==> src/rtl/core/gcq_pkg.sv <==
// shared types and constants for the grouped class fifo queue
package gcq_pkg;

  localparam int CLASS_COUNT     = 4;
  localparam int PER_CLASS_DEPTH = 1024;

  localparam int CLS_W   = 2;
  localparam int TAG_W   = 16;
  localparam int PTR_W   = $clog2(PER_CLASS_DEPTH);
  localparam int OCC_W   = $clog2(PER_CLASS_DEPTH + 1);
  localparam int GRP_W   = $clog2(CLASS_COUNT + 1);
  localparam int STORE_DEPTH = CLASS_COUNT * PER_CLASS_DEPTH;
  localparam int ADDR_W  = $clog2(STORE_DEPTH);
  localparam int IN_DATA_W  = 24;
  localparam int OUT_DATA_W = 24;

  typedef enum logic [0:0] {
    OP_ENQ = 1'b0,
    OP_DEQ = 1'b1
  } op_e;

  typedef enum logic [1:0] {
    ST_OK    = 2'd0,
    ST_EMPTY = 2'd1,
    ST_FULL  = 2'd2
  } status_e;

  typedef struct packed {
    logic              we;
    logic              re;
    logic [ADDR_W-1:0] addr;
    logic [TAG_W-1:0]  wdata;
  } ram_cmd_t;

  typedef struct packed {
    status_e          status;
    logic [CLS_W-1:0] cls;
    logic             deq;
  } resp_t;

endpackage

==> src/rtl/core/gcq_ctrl.sv <==
// class pointers, occupancy and group order update for the grouped class queue
module gcq_ctrl (
  input  logic                      clk_i,
  input  logic                      rst_ni,
  input  logic                      fire_i,
  input  gcq_pkg::op_e              op_i,
  input  logic [gcq_pkg::CLS_W-1:0] cls_i,
  input  logic [gcq_pkg::TAG_W-1:0] tag_i,
  output gcq_pkg::ram_cmd_t         ram_cmd_o,
  output gcq_pkg::resp_t            resp_o
);

  logic [gcq_pkg::PTR_W-1:0] head_q  [gcq_pkg::CLASS_COUNT];
  logic [gcq_pkg::PTR_W-1:0] head_d  [gcq_pkg::CLASS_COUNT];
  logic [gcq_pkg::PTR_W-1:0] tail_q  [gcq_pkg::CLASS_COUNT];
  logic [gcq_pkg::PTR_W-1:0] tail_d  [gcq_pkg::CLASS_COUNT];
  logic [gcq_pkg::OCC_W-1:0] occ_q   [gcq_pkg::CLASS_COUNT];
  logic [gcq_pkg::OCC_W-1:0] occ_d   [gcq_pkg::CLASS_COUNT];
  logic [gcq_pkg::CLS_W-1:0] order_q [gcq_pkg::CLASS_COUNT];
  logic [gcq_pkg::CLS_W-1:0] order_d [gcq_pkg::CLASS_COUNT];
  logic [gcq_pkg::GRP_W-1:0] total_q;
  logic [gcq_pkg::GRP_W-1:0] total_d;
  logic [gcq_pkg::CLS_W-1:0] front;
  logic                      cls_ok;

  function automatic logic [gcq_pkg::PTR_W-1:0] next_slot(
    input logic [gcq_pkg::PTR_W-1:0] p
  );
    return (p == gcq_pkg::PTR_W'(gcq_pkg::PER_CLASS_DEPTH - 1)) ?
           '0 : p + gcq_pkg::PTR_W'(1);
  endfunction

  function automatic logic [gcq_pkg::ADDR_W-1:0] slot_addr(
    input logic [gcq_pkg::CLS_W-1:0] c,
    input logic [gcq_pkg::PTR_W-1:0] p
  );
    return gcq_pkg::ADDR_W'(c) * gcq_pkg::ADDR_W'(gcq_pkg::PER_CLASS_DEPTH) +
           gcq_pkg::ADDR_W'(p);
  endfunction

  assign front  = order_q[0];
  assign cls_ok = 32'(cls_i) < 32'(gcq_pkg::CLASS_COUNT);

  always_comb begin
    head_d    = head_q;
    tail_d    = tail_q;
    occ_d     = occ_q;
    order_d   = order_q;
    total_d   = total_q;
    ram_cmd_o = '0;
    resp_o    = '{status: gcq_pkg::ST_OK, cls: '0, deq: 1'b0};
    if (fire_i) begin
      if (op_i == gcq_pkg::OP_ENQ) begin
        if (!cls_ok || occ_q[cls_i] == gcq_pkg::OCC_W'(gcq_pkg::PER_CLASS_DEPTH)) begin
          resp_o.status = gcq_pkg::ST_FULL;
        end else begin
          ram_cmd_o.we    = 1'b1;
          ram_cmd_o.addr  = slot_addr(cls_i, tail_q[cls_i]);
          ram_cmd_o.wdata = tag_i;
          tail_d[cls_i]   = next_slot(tail_q[cls_i]);
          if (occ_q[cls_i] == '0 &&
              total_q < gcq_pkg::GRP_W'(gcq_pkg::CLASS_COUNT)) begin
            order_d[total_q[gcq_pkg::CLS_W-1:0]] = cls_i;
            total_d = total_q + gcq_pkg::GRP_W'(1);
          end
          occ_d[cls_i] = occ_q[cls_i] + gcq_pkg::OCC_W'(1);
        end
      end else begin
        if (total_q == '0) begin
          resp_o.status = gcq_pkg::ST_EMPTY;
        end else begin
          ram_cmd_o.re   = 1'b1;
          ram_cmd_o.addr = slot_addr(front, head_q[front]);
          head_d[front]  = next_slot(head_q[front]);
          resp_o.cls     = front;
          resp_o.deq     = 1'b1;
          if (occ_q[front] != '0) begin
            occ_d[front] = occ_q[front] - gcq_pkg::OCC_W'(1);
          end
          if (occ_q[front] <= gcq_pkg::OCC_W'(1)) begin
            for (int i = 0; i < gcq_pkg::CLASS_COUNT - 1; i++) begin
              if (gcq_pkg::GRP_W'(i + 1) < total_q) begin
                order_d[i] = order_q[i + 1];
              end
            end
            total_d = total_q - gcq_pkg::GRP_W'(1);
          end
        end
      end
    end
  end

  always_ff @(posedge clk_i or negedge rst_ni) begin
    if (!rst_ni) begin
      for (int i = 0; i < gcq_pkg::CLASS_COUNT; i++) begin
        head_q[i] <= '0;
        tail_q[i] <= '0;
        occ_q[i]  <= '0;
      end
      total_q <= '0;
    end else begin
      head_q  <= head_d;
      tail_q  <= tail_d;
      occ_q   <= occ_d;
      total_q <= total_d;
    end
  end

  always_ff @(posedge clk_i) begin
    order_q <= order_d;
  end

`ifndef SYNTHESIS
  a_total_bound: assert property (@(posedge clk_i) disable iff (!rst_ni)
    total_q <= gcq_pkg::GRP_W'(gcq_pkg::CLASS_COUNT))
    else $error("open group count beyond class count");

  a_front_nonempty: assert property (@(posedge clk_i) disable iff (!rst_ni)
    total_q != '0 |-> occ_q[front] != '0)
    else $error("front group has no entries");

  a_empty_no_entries: assert property (@(posedge clk_i) disable iff (!rst_ni)
    total_q == '0 |-> occ_q[0] == '0 && occ_q[1] == '0 && occ_q[2] == '0 &&
    occ_q[3] == '0)
    else $error("entries held with no open group");
`endif

endmodule

==> config.mk <==
export PLATFORM = sky130hd
export DESIGN_NAME = gcq_ctrl
export DESIGN_NICKNAME = d
export VERILOG_FILES = /design/src/rtl/core/gcq_pkg.sv /design/src/rtl/core/gcq_ctrl.sv
export SDC_FILE = /design/constraint.sdc
export NUM_CORES = 1
export LEC_CHECK = 0
export BUFFER_PORTS_ARGS = -buffer_cell sky130_fd_sc_hd__buf_2
export CORE_MARGIN = 5
export CORE_UTILIZATION = 45
export DETAILED_ROUTE_END_ITERATION = 16
export GPL_TIMING_DRIVEN = 0
export PLACE_DENSITY = 0.72
export SLEW_MARGIN = 5
export SYNTH_ARGS = -nofsm -noshare
export SYNTH_HDL_FRONTEND = slang
export SYNTH_SLANG_ARGS = --single-unit
export TNS_END_PERCENT = 30
==> constraint.sdc <==
create_clock -name clk_i -period 3.6 [get_ports clk_i]
set_input_delay 0.18 -clock clk_i [delete_from_list [all_inputs] [get_ports clk_i]]
set_output_delay 0.18 -clock clk_i [all_outputs]
set_load 0.05 [all_outputs]
==> out/metrics.csv, run 1 <==
stage;metric;value;unit
final_layout;final_nets;788;
route;routed_wl;19700;µm
pwr;power.density;752;nW/µm²
clock_tree;worstSkewPairLatency;430;ps
route;wl_met1;8630;µm
critical_path;r2r_end;head_q[37]$_DFFE_PN0P_;
critical_path;required;3420;ps
clock_tree;h-tree-depth;4;
critical_path;rrSetupSlack;300;ps
sta;rsz0062_at_grt;no;
yosys;synth_top_area_share;40.8;%
die;boundaryPins;57;
hold_path;holdPathStages;1;
die;die_height;142;µm
route;vias;5932;
final_layout;final_cell_mix;dfrtp_1, buf_2, mux2_2;
placed_design;routabilityCongestion;0.947;
clock_tree;cts_tree;yes;
pwr;power.switching;0.00256;W
critical_path;critPathMostFrequentCell;buf_2;
route;antenna_left;0;
die;num_rows;48;
final_layout;synthToLayoutAreaGrowth;15.5;%
clock_tree;path_clk_slew;60;ps
pwr;finalPower;0.00676;W
sta;setup-violations-final;0;
die;dieWidth;142;µm
critical_path;r2r_cells;9;
grt;grt_pass1_vias;5921;
route;wl_met2;9530;µm
sta;max_freq;0.298;GHz
final_layout;fillers;1485;
yosys;synth_nets;711;
sta;hold_viol;0;
yosys;syn_area_per_cell;11.5;µm²
yosys;ys_warn_count;0;
critical_path;critPathBufInv;3;
clock_tree;clkSinkCount;135;
hold_path;holdCritStartpoint;cls_i[1];
critical_path;arrival;3180;ps
yosys;syn_inst;677;
yosys;netlist_area;7790;µm²
sta;maxSlewViolCount;0;
sta;worstMarginPinSlew;682;ps
grt;grt_pass1_wl;32200;µm
sta;slew_headroom;54.6;%
grt;grt_max_degree;95;
route;vias_per_cell;5.99;
final_layout;multi_input_area;4090;µm²
critical_path;crit_type;flop to primary output;
yosys;ys_ff_latch;135;
pwr;combPwrFrac;39.9;%
hold_path;whs_endpoint;order_q[1]$_DFFE_PP_;
yosys;ys.flop_type;dfrtp_1;
sta;tns;0;ps
outcome;outcome;complete, no violations;
critical_path;critPathSlowestCell;mux4_2;
pwr;leakagePower;3.98;nW
yosys;synthTopCellsByArea;dfrtp_1, mux4_2, mux2_2;
yosys;seq_area_frac_synth;43.9;%
clock_tree;root_buffer;clkbuf_16;
clock_tree;max-clock-path-buffers;2;
route;routedWlPerCell;19.9;µm
pwr;pwr-share-seq;33.9;%
clock_tree;cts_setup_buffers;0;
route;drtIter0Drc;578;
final_layout;seq_area;3420;µm²
grt;overflow;0;
critical_path;critPathLaunchType;flop;
route;drcViolationCount;0;
pwr;sw_frac_of_total;37.9;%
pwr;pwr-share-clk;26.2;%
critical_path;path_max_fanout;10;
sta;clock_skew;11.0;ps
grt;grt_use_total;20.4;%
die;core-area;17100;µm²
placed_design;port_buffers;56;
yosys;yosysUniqueCellTypes;57;
route;met3_length;1110;µm
critical_path;path_delay_family;buffers and inverters;
critical_path;slowest_delay;570;ps
yosys;synth_top_cell_by_area;dfrtp_1;
final_layout;final_common_cell;dfrtp_1;
final_layout;drive_above_1_share;30.4;%
clock_tree;cts_buffers;17;
route;route.top_layer_used;met4;
die;initial_utilization;45.5;%
critical_path;r2r_start;front[0]$_DFFE_PP_;
critical_path;path_cells;mux4_2 -> nor4_2 -> a31oi_1 -> buf_2 -> clkbuf_1 -> a22o_1 -> buf_2;
pwr;vdd_drop_max;0.000599;V
job;max_cap_violations;0;
yosys;synth-edff-count;8;
route;first_pass_iters;5;
sta;finalCriticalPeriod;3360;ps
pwr;p_int;0.00419;W
placed_design;hpwl;13600;µm
sta;post-route-period-util;93.3;%
die;dieArea;20000;µm²
final_layout;antenna_cells;0;
grt;antenna_found_initial;0;
hold_path;min_path_type;input port to flop;
yosys;synthArstFlopShare;94.1;%
critical_path;worst_setup_path_end_kind;primary output;
==> cells by family (layout without fill, tap and decap cells) <==
family / after synthesis / in the layout / synth area share (%)
AO/OA/AOI/OAI: 145 / 145 / 12.8
adder cells (fa/ha/maj): 12 / 12 / 1.93
multiplexers: 113 / 113 / 22.5
XOR/XNOR: 30 / 30 / 3.37
AND/OR/NAND/NOR: 181 / 181 / 11.9
buffers and inverters: 61 / 150 / 3.65
flip-flops: 135 / 135 / 43.9
==> cell type report <==
cell class	count	area share (%)
Multi-Input combinational cell	481	45.4
Sequential cell	135	38.0
Clock buffer	19	5.05
Timing Repair Buffer	59	3.71
Tap cell	225	3.13
Buffer	45	2.49
Clock inverter	12	1.57
Inverter	15	0.626
==> what timing repair did <==
item | CTS | global route
hold buffers | 2 | 0
resized for setup | 0 | 0
setup endpoints to repair | 6 | 0
hold endpoints to repair | 34 | 0
==> flip-flops by register name (all words and copies together) (netlist names) <==
| signal | count |
|---|---|
| order_q | 6 |
| total_q | 3 |
| front | 2 |
| tail_q | 40 |
| head_q | 40 |
| occ_q | 44 |
==> cells in the mapped netlist, types with 3 or more instances <==
cell type,number
dfrtp_1,127
mux2_2,66
nand2_1,63
mux4_2,42
a22o_1,39
nor2_1,39
o22ai_1,38
o21ai_0,26
and2_1,20
clkbuf_1,20
nand3_1,19
buf_2,17
a21oi_1,16
xnor2_1,15
xor2_1,15
inv_1,14
ha_1,12
edfxtp_1,8
nor2b_1,6
a31oi_1,5
and3_1,5
nor3_1,5
and4_1,4
nand4_1,4
a31o_2,3
a32o_1,3
buf_1,3
buf_4,3
buf_6,3
mux2_4,3
nand2b_1,3
==> per-stage QoR <==
step	instances	hold slack [ps]	instance area, µm²	worst slack, ps	utilization, %
finish	991	13.6	8990	242	52.6
global route	991	2.83	8990	64.5	52.6
CTS	991	2.72	8990	286	52.6
detailed placement	959	88.8	8380	-43.7	49.0
global placement	958	400	8350	6.90	48.8
floorplan	677	-116	7790	480	-
==> worst max-delay path by stage <==
stage,start,to,slack (ps),cells after the start
2_1_floorplan,cls_i[1],ram_cmd_o[10],480,10
3_3_place_gp,cls_i[1],ram_cmd_o[21],7,12
3_5_place_dp,cls_i[1],ram_cmd_o[21],-40,12
4_1_cts,cls_i[1],ram_cmd_o[21],290,11
5_1_grt,front[0]$_DFFE_PP_,order_q[5]$_DFFE_PP_,60,8
6_report,occ_q[3]$_DFFE_PN0P_,ram_cmd_o[21],240,7
==> power by group through the flow <==
stage | Combinational [W] | Sequential (W) | Clock, W
CTS | 0.00267 | 0.00228 | 0.00179
finish | 0.00270 | 0.00229 | 0.00177
global placement | 0.00259 | 0.00228 | 0
global route | 0.00294 | 0.00235 | 0.00186
detailed placement | 0.00265 | 0.00230 | 0
floorplan | 0.00209 | 0.00221 | 0
==> metal layers <==
metal / vias up / global-route usage, %
li1: 2692 / -
met1: 2986 / 28.5
met2: 214 / 31.9
met3: 40 / 3.61
met4: 0 / 7.98
met5: - / 0
Power figures use the tool's default switching activity.
==> inputs of run 2 (changes only) <==
==> constraint.sdc (replaced) <==
create_clock -name clk_i -period 3.6 [get_ports clk_i]
set_input_delay 0.36 -clock clk_i [delete_from_list [all_inputs] [get_ports clk_i]]
set_output_delay 0.36 -clock clk_i [all_outputs]
set_load 0.05 [all_outputs]
==> run 2 against run 1 <==
Via count grew 0.25%. Hold slack improved by 150 ps. Final cell count unchanged. Core utilization is 0.051 points higher. Die area did not move. Wire length down 0.12%. First-iteration DRC count grew 1.7%. Flip-flop and latch count unchanged. Non-clock buffer count stayed put. Register-to-register slack is essentially flat. Maximum frequency down 1.6%. Sequential share of layout area about the same.
==> out/metrics.csv, run 2 (same netlist as run 1, synthesis figures left out) <==
stage;metric;value;unit
clock_tree;max-clock-path-buffers;2;
grt;grt_pass1_vias;5924;
grt;grt_max_degree;95;
sta;hold_viol;0;
final_layout;reg.largest.list;occ_q: 44 flops, head_q: 40 flops, tail_q: 40 flops;
die;die_height;142;µm
clock_tree;cts_buffers;17;
route;antenna_left;0;
final_layout;drive_above_1_share;31.1;%
route;vias_per_cell;6.00;
placed_design;port_buffers;56;
final_layout;seq_area;3420;µm²
final_layout;synthToLayoutAreaGrowth;15.6;%
final_layout;postLayoutCellArea;9000;µm²
sta;maxSlewViolCount;0;
clock_tree;clkSinkCount;135;
outcome;outcome;complete, no violations;
critical_path;critPathSlowestCell;mux4_2;
critical_path;worst_setup_path_end_kind;primary output;
grt;grt_pass1_wl;32200;µm
grt;antenna_found_initial;0;
route;routed_wl;19700;µm
die;initial_utilization;45.5;%
critical_path;slowest_delay;580;ps
final_layout;largest_reg_flops;44;
die;core-area;17100;µm²
route;first_pass_iters;5;
final_layout;regMostFlops;occ_q;
final_layout;final_nets;788;
final_layout;multi_input_area;4090;µm²
critical_path;path_delay_family;buffers and inverters;
die;dieWidth;142;µm
route;routedWlPerCell;19.9;µm
clock_tree;cts_setup_buffers;0;
sta;clock_skew;11.3;ps
final_layout;antenna_cells;0;
pwr;finalPower;0.00676;W
job;max_cap_violations;0;
placed_design;hpwl;13600;µm
sta;slew_headroom;53.9;%
placed_design;dpl_cell_area;8380;µm²
critical_path;crit_type;flop to primary output;
route;drcViolationCount;0;
final_layout;fillers;1482;
pwr;leakagePower;3.99;nW
route;vias;5947;
die;dieArea;20000;µm²
sta;post-route-period-util;94.8;%
critical_path;critPathBufInv;3;
grt;grt_use_total;20.4;%
clock_tree;cts_tree;yes;
sta;finalCriticalPeriod;3410;ps
die;boundaryPins;57;
critical_path;path_max_fanout;10;
clock_tree;path_clk_slew;60;ps
final_layout;final_cell_mix;dfrtp_1, buf_2, mux2_2;
route;drtIter0Drc;588;
sta;rsz0062_at_grt;no;
final_layout;final_common_cell;dfrtp_1;
sta;setup-violations-final;0;
critical_path;critPathLaunchType;flop;
die;num_rows;48;
placed_design;routabilityCongestion;0.947;
clock_tree;root_buffer;clkbuf_16;
clock_tree;worstSkewPairLatency;430;ps
critical_path;path_cells;mux4_2 -> nor4_2 -> a31oi_2 -> buf_2 -> clkbuf_2 -> a22o_1 -> buf_2;
grt;overflow;0;
pwr;power.density;751;nW/µm²
clock_tree;h-tree-depth;4;
critical_path;required;3240;ps
sta;worstMarginPinSlew;692;ps
pwr;vdd_drop_max;0.000599;V
critical_path;arrival;3050;ps
hold_path;min_path_type;input port to flop;
critical_path;critPathMostFrequentCell;buf_2;
sta;max_freq;0.293;GHz
==> run 2: where the power goes <==
part | internal, W | leakage (nW) | switching, W
Sequential | 0.00200 | 1.73 | 0.000290
Clock | 0.00107 | 0.286 | 0.000703
Combinational | 0.00113 | 1.98 | 0.00157
==> run 2: layout make-up <==
type                    count  share of cell area (%)
flip-flops and latches    135                    38.0
clock inverters            12                    1.57
well taps                 225                    3.13
multi-input cells         481                    45.5
inverters                  15                   0.625
repair buffers             58                    3.60
clock buffers              19                    5.04
plain buffers              46                    2.60
==> run 2: worst paths after layout <==
path	startpoint	end	slack, ps	cells after the start
max	occ_q[3]$_DFFE_PN0P_	ram_cmd_o[21]	190	7
min	cls_i[0]	order_q[0]$_DFFE_PP_	160	1
max reg2reg	front[0]$_DFFE_PP_	head_q[37]$_DFFE_PN0P_	300	9
min reg2reg	tail_q[12]$_DFFE_PN0P_	tail_q[12]$_DFFE_PN0P_	480	2
max in group asynchronous	rst_ni	occ_q[25]$_DFFE_PN0P_	2440	3
min in group asynchronous	rst_ni	head_q[17]$_DFFE_PN0P_	380	2
==> run 2: metrics by stage <==
stage / util, % / worst slack (ps) / hold WS, ps / cells / setup TNS (ps)
finish: 52.6 / 186 / 163 / 991 / 0
global route: 52.6 / 64.5 / 161 / 991 / 0
CTS: 52.5 / 1.96 / 155 / 991 / 0
detailed placement: 49.0 / -404 / 269 / 959 / -7740
global placement: 48.8 / -353 / 457 / 958 / -5470
floorplan: - / 120 / 64.4 / 677 / 0
==> run 2: routing by layer <==
| metal | wire [µm] | GRT usage [%] |
|---|---|---|
| met5 | 0 | 0 |
| met4 | 462 | 7.98 |
| met3 | 1120 | 3.61 |
| met2 | 9540 | 32.0 |
| met1 | 8600 | 28.5 |
==> run 2: repair_timing <==
| item | in CTS | in global routing |
|---|---|---|
| resized for setup | 2 | 6 |
| hold buffers | 1 | 0 |
| endpoints found under the setup margin | 27 | 19 |
| pin swaps | 0 | 0 |
| hold endpoints to repair | 33 | 0 |
